<file path="src/rtl/sfbc_pkg.sv">
// ============================================================================
// sfbc_pkg: shared types and constants of the frame builder and checker
// Operation, kind and verdict codes, register indexes, controller states,
// and the command and status bundles between controller and datapath.
// ============================================================================
`default_nettype none

package sfbc_pkg;

    // Operation carried in the input tuser.
    localparam logic [1:0] OP_START   = 2'd0;
    localparam logic [1:0] OP_PAYLOAD = 2'd1;
    localparam logic [1:0] OP_RECEIVE = 2'd2;

    // Result kind carried in the output tuser.
    localparam logic [1:0] KIND_WIRE    = 2'd0;
    localparam logic [1:0] KIND_STATUS  = 2'd1;
    localparam logic [1:0] KIND_DATA    = 2'd2;
    localparam logic [1:0] KIND_VERDICT = 2'd3;

    // Verdict codes.
    localparam logic [1:0] VERD_OK       = 2'd0;
    localparam logic [1:0] VERD_RESEND   = 2'd1;
    localparam logic [1:0] VERD_FAILED   = 2'd2;
    localparam logic [1:0] VERD_TOO_LONG = 2'd3;

    // Configuration register indexes.
    localparam int         CFG_IDX_W             = 1;
    localparam logic [0:0] CFG_CHECKSUM_CONSTANT = 1'd0;
    localparam logic [0:0] CFG_MAX_ATTEMPTS      = 1'd1;

    // Frame geometry.
    localparam int         RESULT_LIMIT = 64;
    localparam logic [6:0] HEADER_LEN   = 7'd3;
    localparam logic [6:0] FRAME_EXTRA  = 7'd4;

    typedef enum logic [2:0] {
        ST_WAIT,
        ST_HDR1,
        ST_HDR2,
        ST_CHECK,
        ST_PAD,
        ST_END,
        ST_RS_RD,
        ST_RS_OUT
    } ctl_state_t;

    typedef enum logic [1:0] {
        PH_IDLE,
        PH_PAYLOAD,
        PH_RECEIVE
    } phase_t;

    typedef enum logic [3:0] {
        ACT_NONE,
        ACT_TOO_LONG,
        ACT_START,
        ACT_HDR1,
        ACT_HDR2,
        ACT_PAYLOAD,
        ACT_RECV,
        ACT_CHECK,
        ACT_PAD,
        ACT_VERDICT_OK,
        ACT_VERDICT_FAIL,
        ACT_RESEND_INIT,
        ACT_RESEND_READ,
        ACT_RESEND_OUT
    } act_t;

    typedef struct packed {
        act_t act;
        logic last;
    } cmd_t;

    typedef struct packed {
        logic out_valid;
        logic too_long;
        logic pay_done;
        logic send_zero;
        logic pos_end;
        logic rx_emit;
        logic sum_ok;
        logic att_out;
    } status_t;

endpackage

`default_nettype wire

</file>
<file path="src/rtl/sfbc_ram.sv">
// ============================================================================
// sfbc_ram: generic simple dual-port RAM
// One write port and one read port with a registered read that holds its
// data until the next read.
// ============================================================================
`default_nettype none

module sfbc_ram #(
    parameter int WIDTH = 8,
    parameter int DEPTH = 64
) (
    input  wire logic                     clk,
    input  wire logic                     wr_en,
    input  wire logic [$clog2(DEPTH)-1:0] wr_addr,
    input  wire logic [WIDTH-1:0]         wr_data,
    input  wire logic                     rd_en,
    input  wire logic [$clog2(DEPTH)-1:0] rd_addr,
    output logic      [WIDTH-1:0]         rd_data
);

    logic [WIDTH-1:0] mem [DEPTH];

    always_ff @(posedge clk)
    begin
        if (wr_en)
        begin
            mem[wr_addr] <= wr_data;
        end
        if (rd_en)
        begin
            rd_data <= mem[rd_addr];
        end
    end

endmodule

`default_nettype wire

</file>
<file path="src/rtl/sfbc_ctrl.sv">
// ============================================================================
// sfbc_ctrl: frame sequencing controller
// Decides per cycle which datapath action runs and tracks the frame phase.
// ============================================================================
`default_nettype none

module sfbc_ctrl (
    input  wire logic              clk,
    input  wire logic              rst_n,
    input  wire logic              s_tvalid,
    output logic                   s_tready,
    input  wire logic [1:0]        op,
    input  wire logic              m_tready,
    input  wire sfbc_pkg::status_t status,
    output sfbc_pkg::cmd_t         cmd
);

    import sfbc_pkg::*;

    ctl_state_t state_reg, state_next;
    phase_t     phase_reg, phase_next;
    logic       load_ok;

    always_ff @(posedge clk or negedge rst_n)
    begin
        if (!rst_n)
        begin
            state_reg <= ST_WAIT;
            phase_reg <= PH_IDLE;
        end
        else
        begin
            state_reg <= state_next;
            phase_reg <= phase_next;
        end
    end

    always_comb
    begin
        state_next = state_reg;
        phase_next = phase_reg;
        cmd.act    = ACT_NONE;
        cmd.last   = 1'b0;
        s_tready   = 1'b0;
        // The output register can take a result this cycle.
        load_ok    = !status.out_valid || m_tready;

        case (state_reg)
            ST_WAIT:
            begin
                s_tready = load_ok;
                if (s_tvalid && load_ok)
                begin
                    if (op == OP_START)
                    begin
                        if (status.too_long)
                        begin
                            cmd.act    = ACT_TOO_LONG;
                            cmd.last   = 1'b1;
                            phase_next = PH_IDLE;
                        end
                        else
                        begin
                            cmd.act    = ACT_START;
                            phase_next = PH_PAYLOAD;
                            state_next = ST_HDR1;
                        end
                    end
                    else if (op == OP_PAYLOAD && phase_reg == PH_PAYLOAD)
                    begin
                        cmd.act  = ACT_PAYLOAD;
                        cmd.last = !status.pay_done;
                        if (status.pay_done)
                        begin
                            state_next = ST_CHECK;
                        end
                    end
                    else if (op == OP_RECEIVE && phase_reg == PH_RECEIVE)
                    begin
                        cmd.act  = ACT_RECV;
                        cmd.last = !status.pos_end;
                        if (status.pos_end)
                        begin
                            state_next = ST_END;
                        end
                    end
                end
            end

            ST_HDR1:
            begin
                if (load_ok)
                begin
                    cmd.act    = ACT_HDR1;
                    state_next = ST_HDR2;
                end
            end

            ST_HDR2:
            begin
                if (load_ok)
                begin
                    cmd.act    = ACT_HDR2;
                    cmd.last   = !status.send_zero;
                    state_next = status.send_zero ? ST_CHECK : ST_WAIT;
                end
            end

            ST_CHECK, ST_PAD:
            begin
                if (load_ok)
                begin
                    cmd.act  = (state_reg == ST_CHECK) ? ACT_CHECK : ACT_PAD;
                    cmd.last = status.pos_end;
                    if (status.pos_end)
                    begin
                        phase_next = PH_RECEIVE;
                        state_next = ST_WAIT;
                    end
                    else
                    begin
                        state_next = ST_PAD;
                    end
                end
            end

            ST_END:
            begin
                if (load_ok)
                begin
                    if (status.sum_ok || status.att_out)
                    begin
                        cmd.act    = status.sum_ok ? ACT_VERDICT_OK : ACT_VERDICT_FAIL;
                        cmd.last   = 1'b1;
                        phase_next = PH_IDLE;
                        state_next = ST_WAIT;
                    end
                    else
                    begin
                        cmd.act    = ACT_RESEND_INIT;
                        state_next = ST_RS_RD;
                    end
                end
            end

            ST_RS_RD:
            begin
                cmd.act    = ACT_RESEND_READ;
                state_next = ST_RS_OUT;
            end

            ST_RS_OUT:
            begin
                if (load_ok)
                begin
                    cmd.act    = ACT_RESEND_OUT;
                    cmd.last   = status.pos_end;
                    state_next = status.pos_end ? ST_WAIT : ST_RS_RD;
                end
            end

            default:
            begin
                state_next = ST_WAIT;
            end
        endcase
    end

endmodule

`default_nettype wire

</file>
<file path="src/rtl/sfbc_datapath.sv">
// ============================================================================
// sfbc_datapath: frame registers, sums, frame store and output register
// Carries out the controller's actions and reports the comparisons it needs.
// ============================================================================
`default_nettype none

module sfbc_datapath #(
    parameter int MAX_FRAME = 64
) (
    input  wire logic                          clk,
    input  wire logic                          rst_n,
    input  wire logic                          cfg_we,
    input  wire logic [sfbc_pkg::CFG_IDX_W-1:0] cfg_index,
    input  wire logic [7:0]                    cfg_data,
    input  wire logic [7:0]                    target_address,
    input  wire logic [7:0]                    command_code,
    input  wire logic [5:0]                    send_length,
    input  wire logic [5:0]                    receive_length,
    input  wire logic [7:0]                    data_byte,
    input  wire sfbc_pkg::cmd_t                cmd,
    input  wire logic                          m_tready,
    output sfbc_pkg::status_t                  status,
    output logic                               out_valid,
    output logic [1:0]                         out_kind,
    output logic [7:0]                         out_value,
    output logic [1:0]                         out_verdict,
    output logic                               out_last
);

    import sfbc_pkg::*;

    localparam int STORE_DEPTH = (MAX_FRAME < RESULT_LIMIT) ? MAX_FRAME : RESULT_LIMIT;
    localparam int AW          = $clog2(STORE_DEPTH);
    localparam logic [6:0] FRAME_LIMIT = 7'(STORE_DEPTH);

    // Configuration registers.
    logic [7:0] const_reg;
    logic [2:0] max_att_reg;

    // Frame state.
    logic [6:0] pos_reg, pos_next;
    logic [6:0] fl_reg, fl_next;
    logic [5:0] sc_reg, sc_next;
    logic [5:0] rc_reg, rc_next;
    logic [7:0] psum_reg, psum_next;
    logic [7:0] rsum_reg, rsum_next;
    logic [2:0] att_reg, att_next;
    logic [7:0] cmd_byte_reg, cmd_byte_next;
    logic [7:0] hchk_reg, hchk_next;

    // Output register.
    logic       out_valid_reg;
    logic [1:0] out_kind_reg, out_kind_next;
    logic [7:0] out_value_reg, out_value_next;
    logic [1:0] out_verdict_reg, out_verdict_next;
    logic       out_last_reg;
    logic       emit;

    // Frame store ports.
    logic          wr_en;
    logic [AW-1:0] wr_addr;
    logic [7:0]    wr_data;
    logic          rd_en;
    logic [7:0]    rd_data;

    logic [6:0] r_plus;
    logic [6:0] data_len;
    logic [6:0] fl_in;
    logic [6:0] pos_inc;

    assign r_plus   = {1'b0, receive_length} + 7'd1;
    assign data_len = ({1'b0, send_length} > r_plus) ? {1'b0, send_length} : r_plus;
    assign fl_in    = data_len + FRAME_EXTRA;
    assign pos_inc  = pos_reg + 7'd1;

    always_comb
    begin
        status.out_valid = out_valid_reg;
        status.too_long  = fl_in > FRAME_LIMIT;
        status.pay_done  = sc_reg == 6'd1;
        status.send_zero = sc_reg == 6'd0;
        status.pos_end   = pos_inc >= fl_reg;
        status.rx_emit   = (pos_reg >= HEADER_LEN) && (pos_reg <= HEADER_LEN + {1'b0, rc_reg});
        status.sum_ok    = rsum_reg == const_reg;
        status.att_out   = att_reg >= max_att_reg;
    end

    always_comb
    begin
        pos_next         = pos_reg;
        fl_next          = fl_reg;
        sc_next          = sc_reg;
        rc_next          = rc_reg;
        psum_next        = psum_reg;
        rsum_next        = rsum_reg;
        att_next         = att_reg;
        cmd_byte_next    = cmd_byte_reg;
        hchk_next        = hchk_reg;
        out_kind_next    = KIND_WIRE;
        out_value_next   = 8'd0;
        out_verdict_next = VERD_OK;
        emit             = 1'b0;
        wr_en            = 1'b0;
        wr_addr          = pos_reg[AW-1:0];
        wr_data          = 8'd0;
        rd_en            = 1'b0;

        case (cmd.act)
            ACT_TOO_LONG:
            begin
                emit             = 1'b1;
                out_kind_next    = KIND_VERDICT;
                out_verdict_next = VERD_TOO_LONG;
            end

            ACT_START:
            begin
                fl_next       = fl_in;
                sc_next       = send_length;
                rc_next       = receive_length;
                psum_next     = 8'd0;
                rsum_next     = 8'd0;
                att_next      = 3'd1;
                cmd_byte_next = command_code;
                hchk_next     = const_reg - target_address - command_code;
                pos_next      = 7'd1;
                wr_en         = 1'b1;
                wr_addr       = '0;
                wr_data       = ~target_address;
                emit          = 1'b1;
            end

            ACT_HDR1, ACT_HDR2, ACT_PAYLOAD, ACT_CHECK, ACT_PAD:
            begin
                wr_en    = 1'b1;
                emit     = 1'b1;
                pos_next = pos_inc;
                case (cmd.act)
                    ACT_HDR1:    wr_data = ~cmd_byte_reg;
                    ACT_HDR2:    wr_data = ~hchk_reg;
                    ACT_PAYLOAD: wr_data = ~data_byte;
                    ACT_CHECK:   wr_data = ~(const_reg - psum_reg);
                    default:     wr_data = 8'hFF;
                endcase
                if (cmd.act == ACT_PAYLOAD)
                begin
                    psum_next = psum_reg + data_byte;
                    sc_next   = sc_reg - 6'd1;
                end
                // The last check or padding byte hands the frame over to receiving.
                if ((cmd.act == ACT_CHECK || cmd.act == ACT_PAD) && status.pos_end)
                begin
                    pos_next  = 7'd0;
                    rsum_next = 8'd0;
                end
            end

            ACT_RECV:
            begin
                emit           = status.rx_emit;
                out_kind_next  = (pos_reg == HEADER_LEN) ? KIND_STATUS : KIND_DATA;
                out_value_next = data_byte;
                if (pos_reg >= HEADER_LEN)
                begin
                    rsum_next = rsum_reg + data_byte;
                end
                pos_next = pos_inc;
            end

            ACT_VERDICT_OK, ACT_VERDICT_FAIL:
            begin
                emit             = 1'b1;
                out_kind_next    = KIND_VERDICT;
                out_verdict_next = (cmd.act == ACT_VERDICT_OK) ? VERD_OK : VERD_FAILED;
            end

            ACT_RESEND_INIT:
            begin
                att_next  = att_reg + 3'd1;
                pos_next  = 7'd0;
                rsum_next = 8'd0;
            end

            ACT_RESEND_READ:
            begin
                rd_en = 1'b1;
            end

            ACT_RESEND_OUT:
            begin
                emit             = 1'b1;
                out_value_next   = rd_data;
                out_verdict_next = VERD_RESEND;
                pos_next         = status.pos_end ? 7'd0 : pos_inc;
            end

            default:
            begin
            end
        endcase

        // Sent bytes go out as stored, already inverted.
        if (wr_en)
        begin
            out_value_next = wr_data;
        end
    end

    always_ff @(posedge clk or negedge rst_n)
    begin
        if (!rst_n)
        begin
            const_reg     <= 8'd0;
            max_att_reg   <= 3'd3;
            pos_reg       <= 7'd0;
            fl_reg        <= 7'd0;
            sc_reg        <= 6'd0;
            rc_reg        <= 6'd0;
            psum_reg      <= 8'd0;
            rsum_reg      <= 8'd0;
            att_reg       <= 3'd0;
            out_valid_reg <= 1'b0;
        end
        else
        begin
            if (cfg_we)
            begin
                case (cfg_index)
                    CFG_CHECKSUM_CONSTANT: const_reg   <= cfg_data;
                    CFG_MAX_ATTEMPTS:      max_att_reg <= cfg_data[2:0];
                    default:
                    begin
                    end
                endcase
            end
            pos_reg  <= pos_next;
            fl_reg   <= fl_next;
            sc_reg   <= sc_next;
            rc_reg   <= rc_next;
            psum_reg <= psum_next;
            rsum_reg <= rsum_next;
            att_reg  <= att_next;
            if (emit)
            begin
                out_valid_reg <= 1'b1;
            end
            else if (m_tready)
            begin
                out_valid_reg <= 1'b0;
            end
        end
    end

    always_ff @(posedge clk)
    begin
        cmd_byte_reg <= cmd_byte_next;
        hchk_reg     <= hchk_next;
        if (emit)
        begin
            out_kind_reg    <= out_kind_next;
            out_value_reg   <= out_value_next;
            out_verdict_reg <= out_verdict_next;
            out_last_reg    <= cmd.last;
        end
    end

    sfbc_ram #(
        .WIDTH (8),
        .DEPTH (STORE_DEPTH)
    ) u_store (
        .clk     (clk),
        .wr_en   (wr_en),
        .wr_addr (wr_addr),
        .wr_data (wr_data),
        .rd_en   (rd_en),
        .rd_addr (pos_reg[AW-1:0]),
        .rd_data (rd_data)
    );

    assign out_valid   = out_valid_reg;
    assign out_kind    = out_kind_reg;
    assign out_value   = out_value_reg;
    assign out_verdict = out_verdict_reg;
    assign out_last    = out_last_reg;

endmodule

`default_nettype wire

</file>
<file path="src/rtl/spi_frame_build_check.sv">
// ============================================================================
// spi_frame_build_check: bus frame builder and response checker
// Builds a header, payload, check byte and padding for each frame, keeps the
// sent frame, checks the response sum and re-sends on a bad sum up to the limit.
// ============================================================================
//
//  Channel   Direction  Handshake            Contents
//  s_*       in         s_tvalid / s_tready  op in tuser, frame fields in tdata
//  m_*       out        m_tvalid / m_tready  kind in tuser, value and verdict
//                                            in tdata, end of run in tlast
//  cfg_*     in         cfg_we               checksum constant, attempt limit
//
// An item is accepted when the output register can take a result. A start item
// holds the block through the header states ST_HDR1 and ST_HDR2, and it or a
// closing payload byte through ST_CHECK and ST_PAD for the check and padding.
// A closing reply byte holds it through ST_END, and on a re-send through
// ST_RS_RD and ST_RS_OUT per stored byte, for the store's registered read.
// Reset clears the controller, counters and sums and sets the configuration
// to its defaults at once; the frame store needs no clearing pass because each
// byte read back was written earlier in the same frame.
// A stalled output holds the block: no new item is accepted while a waiting
// result cannot be replaced.
//
`default_nettype none

module spi_frame_build_check #(
    parameter int MAX_FRAME = 64
) (
    input  wire logic                           clk,
    input  wire logic                           rst_n,
    // Input items.
    input  wire logic                           s_tvalid,
    output logic                                s_tready,
    // tdata, from bit 0: target_address[7:0], command_code[7:0],
    // send_length[5:0], receive_length[5:0], data_byte[7:0], zero fill.
    input  wire logic [39:0]                    s_tdata,
    // tuser: op[1:0].
    input  wire logic [1:0]                     s_tuser,
    // Result items.
    output logic                                m_tvalid,
    input  wire logic                           m_tready,
    // tdata, from bit 0: value[7:0], verdict[1:0], zero fill.
    output logic [15:0]                         m_tdata,
    // tuser: kind[1:0].
    output logic [1:0]                          m_tuser,
    output logic                                m_tlast,
    // Configuration writes.
    input  wire logic                           cfg_we,
    input  wire logic [sfbc_pkg::CFG_IDX_W-1:0] cfg_index,
    input  wire logic [7:0]                     cfg_data
);

    import sfbc_pkg::*;

    cmd_t       cmd;
    status_t    status;
    logic [7:0] out_value;
    logic [1:0] out_verdict;

    // The controller decides when to accept an item and what each cycle does.
    sfbc_ctrl u_ctrl (
        .clk      (clk),
        .rst_n    (rst_n),
        .s_tvalid (s_tvalid),
        .s_tready (s_tready),
        .op       (s_tuser),
        .m_tready (m_tready),
        .status   (status),
        .cmd      (cmd)
    );

    // The datapath holds the frame, the sums and the output register.
    sfbc_datapath #(
        .MAX_FRAME (MAX_FRAME)
    ) u_datapath (
        .clk            (clk),
        .rst_n          (rst_n),
        .cfg_we         (cfg_we),
        .cfg_index      (cfg_index),
        .cfg_data       (cfg_data),
        .target_address (s_tdata[7:0]),
        .command_code   (s_tdata[15:8]),
        .send_length    (s_tdata[21:16]),
        .receive_length (s_tdata[27:22]),
        .data_byte      (s_tdata[35:28]),
        .cmd            (cmd),
        .m_tready       (m_tready),
        .status         (status),
        .out_valid      (m_tvalid),
        .out_kind       (m_tuser),
        .out_value      (out_value),
        .out_verdict    (out_verdict),
        .out_last       (m_tlast)
    );

    assign m_tdata = {6'd0, out_verdict, out_value};

    // An item is taken only when the output register can accept a result.
    a_ready_needs_room: assert property (@(posedge clk) disable iff (!rst_n)
        s_tready |-> (!m_tvalid || m_tready))
        else $error("input accepted while a result was stalled");

    // A verdict always closes the run of its item.
    a_verdict_is_last: assert property (@(posedge clk) disable iff (!rst_n)
        (m_tvalid && m_tuser == KIND_VERDICT) |-> m_tlast)
        else $error("verdict result not marked last");

    // The resend mark appears only on wire bytes.
    a_resend_on_wire: assert property (@(posedge clk) disable iff (!rst_n)
        (m_tvalid && m_tdata[9:8] == VERD_RESEND) |-> (m_tuser == KIND_WIRE))
        else $error("resend mark on a result that is not a wire byte");

endmodule

`default_nettype wire
</file>
<file path="config.mk">
export PLATFORM = sky130hd
export DESIGN_NAME = spi_frame_build_check
export DESIGN_NICKNAME = d
export VERILOG_FILES = /design/src/rtl/sfbc_pkg.sv /design/src/rtl/sfbc_ram.sv /design/src/rtl/sfbc_ctrl.sv /design/src/rtl/sfbc_datapath.sv /design/src/rtl/spi_frame_build_check.sv
export SDC_FILE = /design/constraint.sdc
export NUM_CORES = 1
export LEC_CHECK = 0
export BUFFER_PORTS_ARGS = -buffer_cell sky130_fd_sc_hd__buf_4
export CAP_MARGIN = 20
export CORE_UTILIZATION = 35
export DETAILED_ROUTE_END_ITERATION = 7
export GPL_TIMING_DRIVEN = 0
export PLACE_DENSITY_LB_ADDON = 0.12
export SLEW_MARGIN = 20
export SYNTH_ARGS = -nofsm -noshare
export SYNTH_HDL_FRONTEND = slang
export SYNTH_SLANG_ARGS = --single-unit
</file>
<file path="constraint.sdc">
create_clock -name clk -period 11.5 [get_ports clk]
set_clock_uncertainty 0.2 [all_clocks]
set_input_delay 1.15 -clock clk [delete_from_list [all_inputs] [get_ports clk]]
set_output_delay 1.15 -clock clk [all_outputs]
set_load 0.1 [all_outputs]
</file>
==> key figures, run 1 <==
Run status
  • Run status: finished, final reports clean

Yosys
  • Count of synthesis-stage warnings from yosys: 0
  • Share of the synthesized area in the top cell type: 60.9%
  • Cell area after synthesis: 0.0271 sq mm
  • Post-synthesis cell count: 1613
  • Async S/R FF share, synth: 10.1%
  • Ranking of synthesized cells by instance count: 549 x edfxtp_1, 162 x mux4_2, 86 x nor2_1
  • Post-synthesis sequential area ratio: 66.6%
  • Flop and latch count out of synthesis: 611
  • Leading area contributor after synthesis: edfxtp_1
  • Count of cell types in the netlist: 79
  • Number of enable flip-flop cells after synthesis: 549
  • Dominant cells by area after synthesis: edfxtp_1 61%, mux4_2 13%, dfrtp_1 5.5%
  • Avg Cell Area, Syn: 16.8 sq um
  • Most frequently used flop master after synthesis: edfxtp_1
  • Library cell with the highest instance count after synthesis: edfxtp_1

Layout
  • Total area of sequential cells: 0.0180 sq mm
  • Syn-to-layout area delta: 17.8%
  • Net total in the final layout: 1914
  • Biggest register: u_datapath.u_store.mem
  • Layout Utilization: 41.9%
  • Area of the multi-input gates: 0.00866 sq mm
  • Flip-flop count of the largest register after layout: 512
  • Fraction of final layout cells with drive strength greater than 1: 24.4%
  • Fillers: 6886
  • Antenna diodes: 0

GRT
  • Vias in the first global route: 15800
  • Wire length of the first global-routing pass: 113 mm
  • Total track usage: 20.2%
  • Initial antenna violation count: 1
  • Sum of overflow across all layers after global routing: 0
  • Pin count of the biggest net entering global routing: 63

Worst hold path
  • Hold path startpoint: u_datapath.att_reg[2]
  • Hold worst-path end: u_datapath.att_reg[2]
  • Worst hold path cell count: 1
  • Class of the tightest hold or removal check: reg -> reg

Floorplanning
  • Die boundary width: 280 microns
  • Die span in y: 280 microns
  • Placeable core region: 0.0762 sq mm
  • Die area: 0.0785 sq mm
  • Top-Level Pins: 77
  • Initial Util: 35.6%
  • Total number of placement rows: 101

Placement
  • Routability congestion estimate: 0.907
  • IO buf count: 64
  • HPWL Detailed: 56.2 mm

Clocking
  • Setup Buffers After CTS: 0
  • Worst skew pair latency: 0.62 ns
  • CTS tree: built
  • H-tree Lvls: 3
  • Worst-path clk slew: 0.05 ns
  • Hold Buf Count CTS: 0
  • Number of clock buffers inserted by TritonCTS: 71
  • Root cell of the clock tree: clkbuf_16
  • Clock Sinks: 611
  • CTS max path bufs: 3
  • Post-cts gate resize count: 0

Worst setup path
  • R2r startpoint: u_datapath.pos_reg[1]
  • Cell type of the slowest stage on the worst timing path: nor2_1
  • Required time at the endpoint of the critical path: 11.53 ns
  • Top fanout value on the critical path: 10
  • Reg-to-reg slack, setup: 4.52 ns
  • Category of the worst setup path capture point: flop
  • Crit-path cells: buf_4 > ha_1 > buf_2 > nand3_1 > xor2_1 > ha_1 > a21o_1 > a21oi_1 > a21o_1 > or2_2 > clkbuf_1 > clkbuf_1 > nor2_1 > a21oi_1 > ha_1 > nor3b_1 > and3_1 > a21oi_1 > a41oi_1 > a31oi_4 > nand2_4 > clkbuf_2 > nand4_1 > nor2_1
  • Critical path data arrival time: 7.69 ns
  • Biggest cell delay along the critical path: 0.93 ns
  • Number of cell instances on the worst register-to-register path: 15
  • Startpoint types: primary input
  • Endpoint of the worst-slack reg-to-reg timing path: u_datapath.rsum_reg[0]
  • Type of the worst setup path: in -> reg

Pwr
  • Total power per unit cell area: 277 mW/mm^2
  • Final total power: 8830 uW
  • Lkg Pwr: 0.0109 uW
  • Largest voltage drop on the vdd net: 0.147 mV

Routing
  • Average via count per standard cell: 5.40
  • First-pass DRT Iterations: 5
  • 1st-iter DRT viols: 1430
  • Detailed-route wire length: 78.3 mm
  • Total vias in the final route: 15500
  • DRC violations left: 0
  • Post-detailed-route wirelength per cell: 27.3 microns
  • Remaining number of nets flagged by the antenna check after routing: 0

Timing
  • Slew margin rel.: 21.3%
  • RSZ-0062 raised after global routing: false
  • Achievable Freq: 130 MHz
  • Post-route fraction of the period consumed by the critical path: 66.7%
  • Number of setup violations in the final report: 0
  • Slew @ Worst Pin: 1.18 ns
  • Post-Route Setup TNS: 0 ns
  • Final critical-path required period: 7.67 ns
  • Final slew viol count: 0
  • Worst Hold Slack: 0.298 ns
  • Count of endpoints failing hold in the final timing report: 0

Flow run
  • Number of violations of the max-capacitance limit: 0
worst max-delay path by stage:
stage	start	to	slack, ns	cells past startpoint
floorplan	s_tdata[22]	u_datapath.u_store.mem[0][6]	3.15	22
global placement	s_tdata[22]	u_datapath.u_store.mem[28][7]	-2.19	23
detailed placement	s_tdata[22]	u_datapath.u_store.mem[3][3]	3.20	24
CTS	s_tdata[22]	u_datapath.u_store.mem[3][6]	3.84	24
global route	s_tdata[22]	u_datapath.u_store.mem[2][2]	3.34	24
finish	s_tdata[22]	u_datapath.u_store.mem[2][2]	3.83	24
power breakdown:
group | switching, uW | total, uW | internal, uW
clock | 910 | 2210 | 1290
combinational | 2170 | 3420 | 1250
sequential | 89.8 | 3210 | 3120
final cells by class:
cell class | count | share of cell area [%]
Clock buffer | 92 | 5.88
Buffer | 92 | 1.36
Tap cell | 1030 | 4.04
Inverter | 55 | 0.647
Clock inverter | 32 | 1.17
Multi-Input combinational cell | 860 | 27.1
Timing Repair Buffer | 97 | 3.22
Sequential cell | 611 | 56.5
layout by cell type (no fill, tap or decap), types with 7 or more instances in the layout:
| master | count |
|---|---|
| nor4_2 | 8 |
| a211oi_1 | 7 |
| a21o_1 | 17 |
| o21a_1 | 12 |
| clkbuf_1 | 69 |
| clkinv_1 | 11 |
| a22o_1 | 11 |
| a21oi_1 | 53 |
| o22ai_1 | 15 |
| fa_1 | 10 |
| clkbuf_2 | 7 |
| dfrtp_1 | 60 |
| inv_1 | 53 |
| nor2_1 | 85 |
| a31oi_1 | 10 |
| nand2b_1 | 14 |
| o211ai_1 | 7 |
| a221o_1 | 7 |
| nand3_1 | 21 |
| o21ai_0 | 55 |
| buf_4 | 77 |
| nand4_1 | 7 |
| clkbuf_16 | 72 |
| clkinv_2 | 8 |
| buf_16 | 14 |
| xnor2_1 | 21 |
| mux4_2 | 162 |
| nor3_1 | 14 |
| mux2_2 | 10 |
| nand2_1 | 84 |
| nor2b_1 | 15 |
| edfxtp_1 | 549 |
| xor2_1 | 29 |
| buf_2 | 26 |
| or3_1 | 11 |
| ha_1 | 60 |
layer usage:
| metal | up-vias | global-route usage (%) | wire (microns) |
|---|---|---|---|
| li1 | 6788 | - | - |
| met1 | 8160 | 27.1 | 33300 |
| met2 | 455 | 34.5 | 39300 |
| met3 | 102 | 3.02 | 3980 |
| met4 | 0 | 4.97 | 1770 |
| met5 | - | 0 | 0 |
per-stage QoR:
| stage | setup slack (ns) | cells | instance area (sq um) |
|---|---|---|---|
| floorplan | 3.15 | 1618 | 27100 |
| global placement | -2.19 | 2712 | 28900 |
| detailed placement | 3.20 | 2744 | 29600 |
| CTS | 3.84 | 2868 | 31900 |
| global route | 3.34 | 2869 | 31900 |
| finish | 3.83 | 2869 | 31900 |
cells by family (layout without fill, tap and decap cells):
group | count (synthesis) | count (layout) | share of synthesized area, %
AOI/OAI and AO/OA | 242 | 242 | 5.84
xor gates and xnor gates | 50 | 50 | 1.62
adders and majority gates | 70 | 70 | 3.51
buffers and inverters | 147 | 368 | 2.30
DFF | 611 | 611 | 66.6
muxes | 177 | 177 | 14.1
other | 1 | 6 | 0.0138
and+or+nand+nor | 315 | 315 | 6.06
worst max-delay path, delay by kind of cell:
family          cells  cell delay, ns
fa+ha+maj           3            0.82
xor+xnor            1            0.25
compound gates      7            1.51
buf+inv             5            1.41
simple gates        8            2.53
Note: power is estimated with default switching activity, not from simulation.
==> inputs of run 2 (changes only) <==
--- a/config.mk
+++ b/config.mk
@@ -5,6 +5,7 @@
 export SDC_FILE = /design/constraint.sdc
 export NUM_CORES = 1
 export LEC_CHECK = 0
+export ABC_AREA = 1
 export BUFFER_PORTS_ARGS = -buffer_cell sky130_fd_sc_hd__buf_4
 export CAP_MARGIN = 20
 export CORE_UTILIZATION = 35
==> constraint.sdc (replaced) <==
create_clock -name clk -period 7.6 [get_ports clk]
set_clock_uncertainty 0.2 [all_clocks]
set_input_delay 0.76 -clock clk [delete_from_list [all_inputs] [get_ports clk]]
set_output_delay 0.76 -clock clk [all_outputs]
set_load 0.1 [all_outputs]
==> run 2 against run 1 <==
  * Routed wire length increased by 26%
  * Die area grew 0.20%
  * Register-to-register slack worse by 2.2 ns
  * Design area fell by 1.2%
  * Critical path depth increased by 1
  * Sequential power is 64% higher
  * Global-route usage rose by 4.6 points
  * Total power grew 67%
  * Largest cell class unchanged
  * Largest power group unchanged
  * Highest routed layer unchanged
==> key figures, run 2 <==
Yosys
  • Dominant cells by area after synthesis: edfxtp_1 61%, dfrtp_1 5.5%, o21ai_0 5.1%
  • Count of cell types in the netlist: 60
  • Number of enable flip-flop cells after synthesis: 549
  • Adder-Cell Fraction of Synth Area: 3.50%
  • Compound-gate portion of the synthesized area: 12.6%
  • Most frequently used flop master after synthesis: edfxtp_1
  • Post-synthesis sequential area ratio: 66.5%
  • Post-synthesis cell count: 2244
  • Share of the synthesized area in the top cell type: 60.7%
  • Library cell with the highest instance count after synthesis: edfxtp_1
  • Leading area contributor after synthesis: edfxtp_1
  • Area share of xor/xnor cells in the synthesized design: 1.52%
  • Avg Cell Area, Syn: 12.1 sq um
  • Share of synthesized area spent on multiplexers: 0.207%
  • Flop and latch count out of synthesis: 611
  • Count of synthesis-stage warnings from yosys: 0
  • Dominant combinational cell family by area after synthesis: compound AO/OA/AOI/OAI gates
  • Ranking of synthesized cells by instance count: 549 x edfxtp_1, 293 x nor2_1, 274 x o21ai_0
  • Simple logic cell fraction of the synthesized area: 11.8%
  • Cell area after synthesis: 0.0271 sq mm
  • Async S/R FF share, synth: 10.1%

Clocking
  • Worst-path clk slew: 0.06 ns
  • Hold Buf Count CTS: 0
  • H-tree Lvls: 3
  • CTS tree: built
  • CTS max path bufs: 3
  • Root cell of the clock tree: clkbuf_16
  • Worst skew pair latency: 0.62 ns
  • Setup Buffers After CTS: 0
  • Clock Sinks: 611
  • Post-cts gate resize count: 0
  • Number of clock buffers inserted by TritonCTS: 69

Floorplanning
  • Die span in y: 280 microns
  • Top-Level Pins: 77
  • Total number of placement rows: 101
  • Initial Util: 35.6%
  • Die boundary width: 280 microns
  • Die area: 0.0787 sq mm
  • Placeable core region: 0.0763 sq mm

Pwr
  • Total power per unit cell area: 469 mW/mm^2
  • Lkg Pwr: 0.0111 uW
  • Largest voltage drop on the vdd net: 0.480 mV

Worst setup path
  • Reg-to-reg slack, setup: 2.34 ns
  • R2r startpoint: u_datapath.pos_reg[0]
  • Type of the worst setup path: in -> reg
  • Required time at the endpoint of the critical path: 7.64 ns
  • Category of the worst setup path capture point: flop
  • Number of cell instances on the worst register-to-register path: 11
  • Top fanout value on the critical path: 10
  • Endpoint of the worst-slack reg-to-reg timing path: u_datapath.u_store.rd_data[7]
  • Startpoint types: primary input
  • Critical path data arrival time: 5.64 ns

Routing
  • Post-detailed-route wirelength per cell: 28.3 microns
  • DRC violations left: 0
  • Highest Signal Layer: met4
  • Detailed-route wire length: 98.4 mm
  • Total vias in the final route: 19400
  • Remaining number of nets flagged by the antenna check after routing: 0
  • Met3 routed wirelength: 7.93 mm
  • Average via count per standard cell: 5.59
  • First-pass DRT Iterations: 8
  • 1st-iter DRT viols: 2386
  • M1 wire length: 41.5 mm
  • Routed wl met2: 45.2 mm

Layout
  • Most frequent cells in the layout: 549 x edfxtp_1, 292 x nor2_1, 274 x o21ai_0, 208 x nand2_1, 131 x inv_1
  • Biggest register: u_datapath.u_store.mem
  • Final std cell area, no fill: 0.0315 sq mm
  • Net total in the final layout: 2520
  • Fraction of final layout cells with drive strength greater than 1: 11.0%
  • Flip-flop count of the largest register after layout: 512
  • Area of the multi-input gates: 0.00813 sq mm
  • Most common library cell in the layout ignoring fill and taps: edfxtp_1
  • Total area of sequential cells: 0.0180 sq mm
  • Syn-to-layout area delta: 16.1%
  • Fillers: 7282

Timing
  • Post-route fraction of the period consumed by the critical path: 73.7%
  • Number of setup violations in the final report: 0
  • Achievable Freq: 178 MHz
  • Post-Route Setup TNS: 0 ns
  • RSZ-0062 raised after global routing: false
  • Final critical-path required period: 5.60 ns
  • Count of endpoints failing hold in the final timing report: 0
  • Final slew viol count: 0
  • Slew margin rel.: 18.3%
  • Slew @ Worst Pin: 1.23 ns

Run status
  • Run status: finished, final reports clean

Placement
  • IO buf count: 66
  • Area post-placement: 0.0292 sq mm
  • Routability congestion estimate: 0.926
  • HPWL Detailed: 65.3 mm

Worst hold path
  • Class of the tightest hold or removal check: in -> async

Flow run
  • Number of violations of the max-capacitance limit: 0

GRT
  • Total track usage: 24.9%
  • Sum of overflow across all layers after global routing: 0
  • Pin count of the biggest net entering global routing: 65
  • Initial antenna violation count: 0
  • Vias in the first global route: 18400
  • Wire length of the first global-routing pass: 138 mm
-- run 2: per-stage QoR --
stage	cells	power, uW	hold slack, ns	setup WS [ns]	utilization [%]
detailed placement	3353	11300	0.278	1.41	38.2
finish	3478	14800	0.0588	2.00	41.3
floorplan	2249	8560	0.253	2.48	-
CTS	3477	14800	0.0773	2.06	41.3
global placement	3345	11100	0.276	0.456	37.9
global route	3477	15300	0.102	1.67	41.3
-- run 2: power breakdown --
part	leakage (uW)	total, uW	switching (uW)	internal, uW
clock network	0.00113	3480	1420	2060
logic	0.00420	6040	4650	1390
registers	0.00581	5250	167	5090
-- run 2: how the worst max path moves through the flow --
stage                     slack [ns]                             to  cells past startpoint   startpoint
final                           2.00  u_datapath.u_store.mem[47][5]                     25  s_tdata[22]
after global routing            1.67  u_datapath.u_store.mem[47][5]                     25  s_tdata[22]
after CTS                       2.06  u_datapath.u_store.mem[24][0]                     26  s_tdata[22]
after detailed placement        1.41  u_datapath.u_store.mem[47][0]                     25  s_tdata[22]
after global placement          0.46  u_datapath.u_store.mem[44][5]                     25  s_tdata[22]
after floorplan                 2.48   u_datapath.u_store.mem[0][2]                     25  s_tdata[22]
-- run 2: cell type report --
type                       instances  share of cell area, %
inverter                         140                   1.68
antenna                            1                0.00794
sequential                       611                   57.2
multi-input combinational       1380                   25.8
buffer                           118                   1.70
clock buffer                      91                   5.94
tap                             1030                   4.09
timing repair buffer              74                   2.13
clock inverter                    33                   1.44
-- run 2: kinds of logic after synthesis --
logic type	after synthesis
AOI/OAI and AO/OA	550
xor gates and xnor gates	47
muxes	5
other	1
DFF	611
adders and majority gates	70
and+or+nand+nor	702
buffers and inverters	258
-- run 2: metal layers --
layer	track usage (%)	vias up
li1	-	8564
met1	34.2	9753
met2	39.7	946
met3	4.31	182
met4	8.43	0
met5	0	-
-- run 2: worst max-delay path, stage by stage --
cell	delay (ns)
buf_4	0.10
ha_1	0.18
nand2_1	0.10
nor2_4	0.13
xor2_1	0.32
inv_1	0.08
ha_1	0.30
nand2_1	0.07
nor2_2	0.17
nand4_4	0.20
nand2_8	0.15
nand2_2	0.06
nand2_2	0.10
ha_1	0.18
nand2_2	0.08
o21ai_2	0.23
nand3_1	0.12
nand3_2	0.13
nand2_4	0.11
inv_6	0.15
nand3_4	0.11
nand2_4	0.14
buf_6	0.20
nand3_2	0.46
nor2_1	0.99
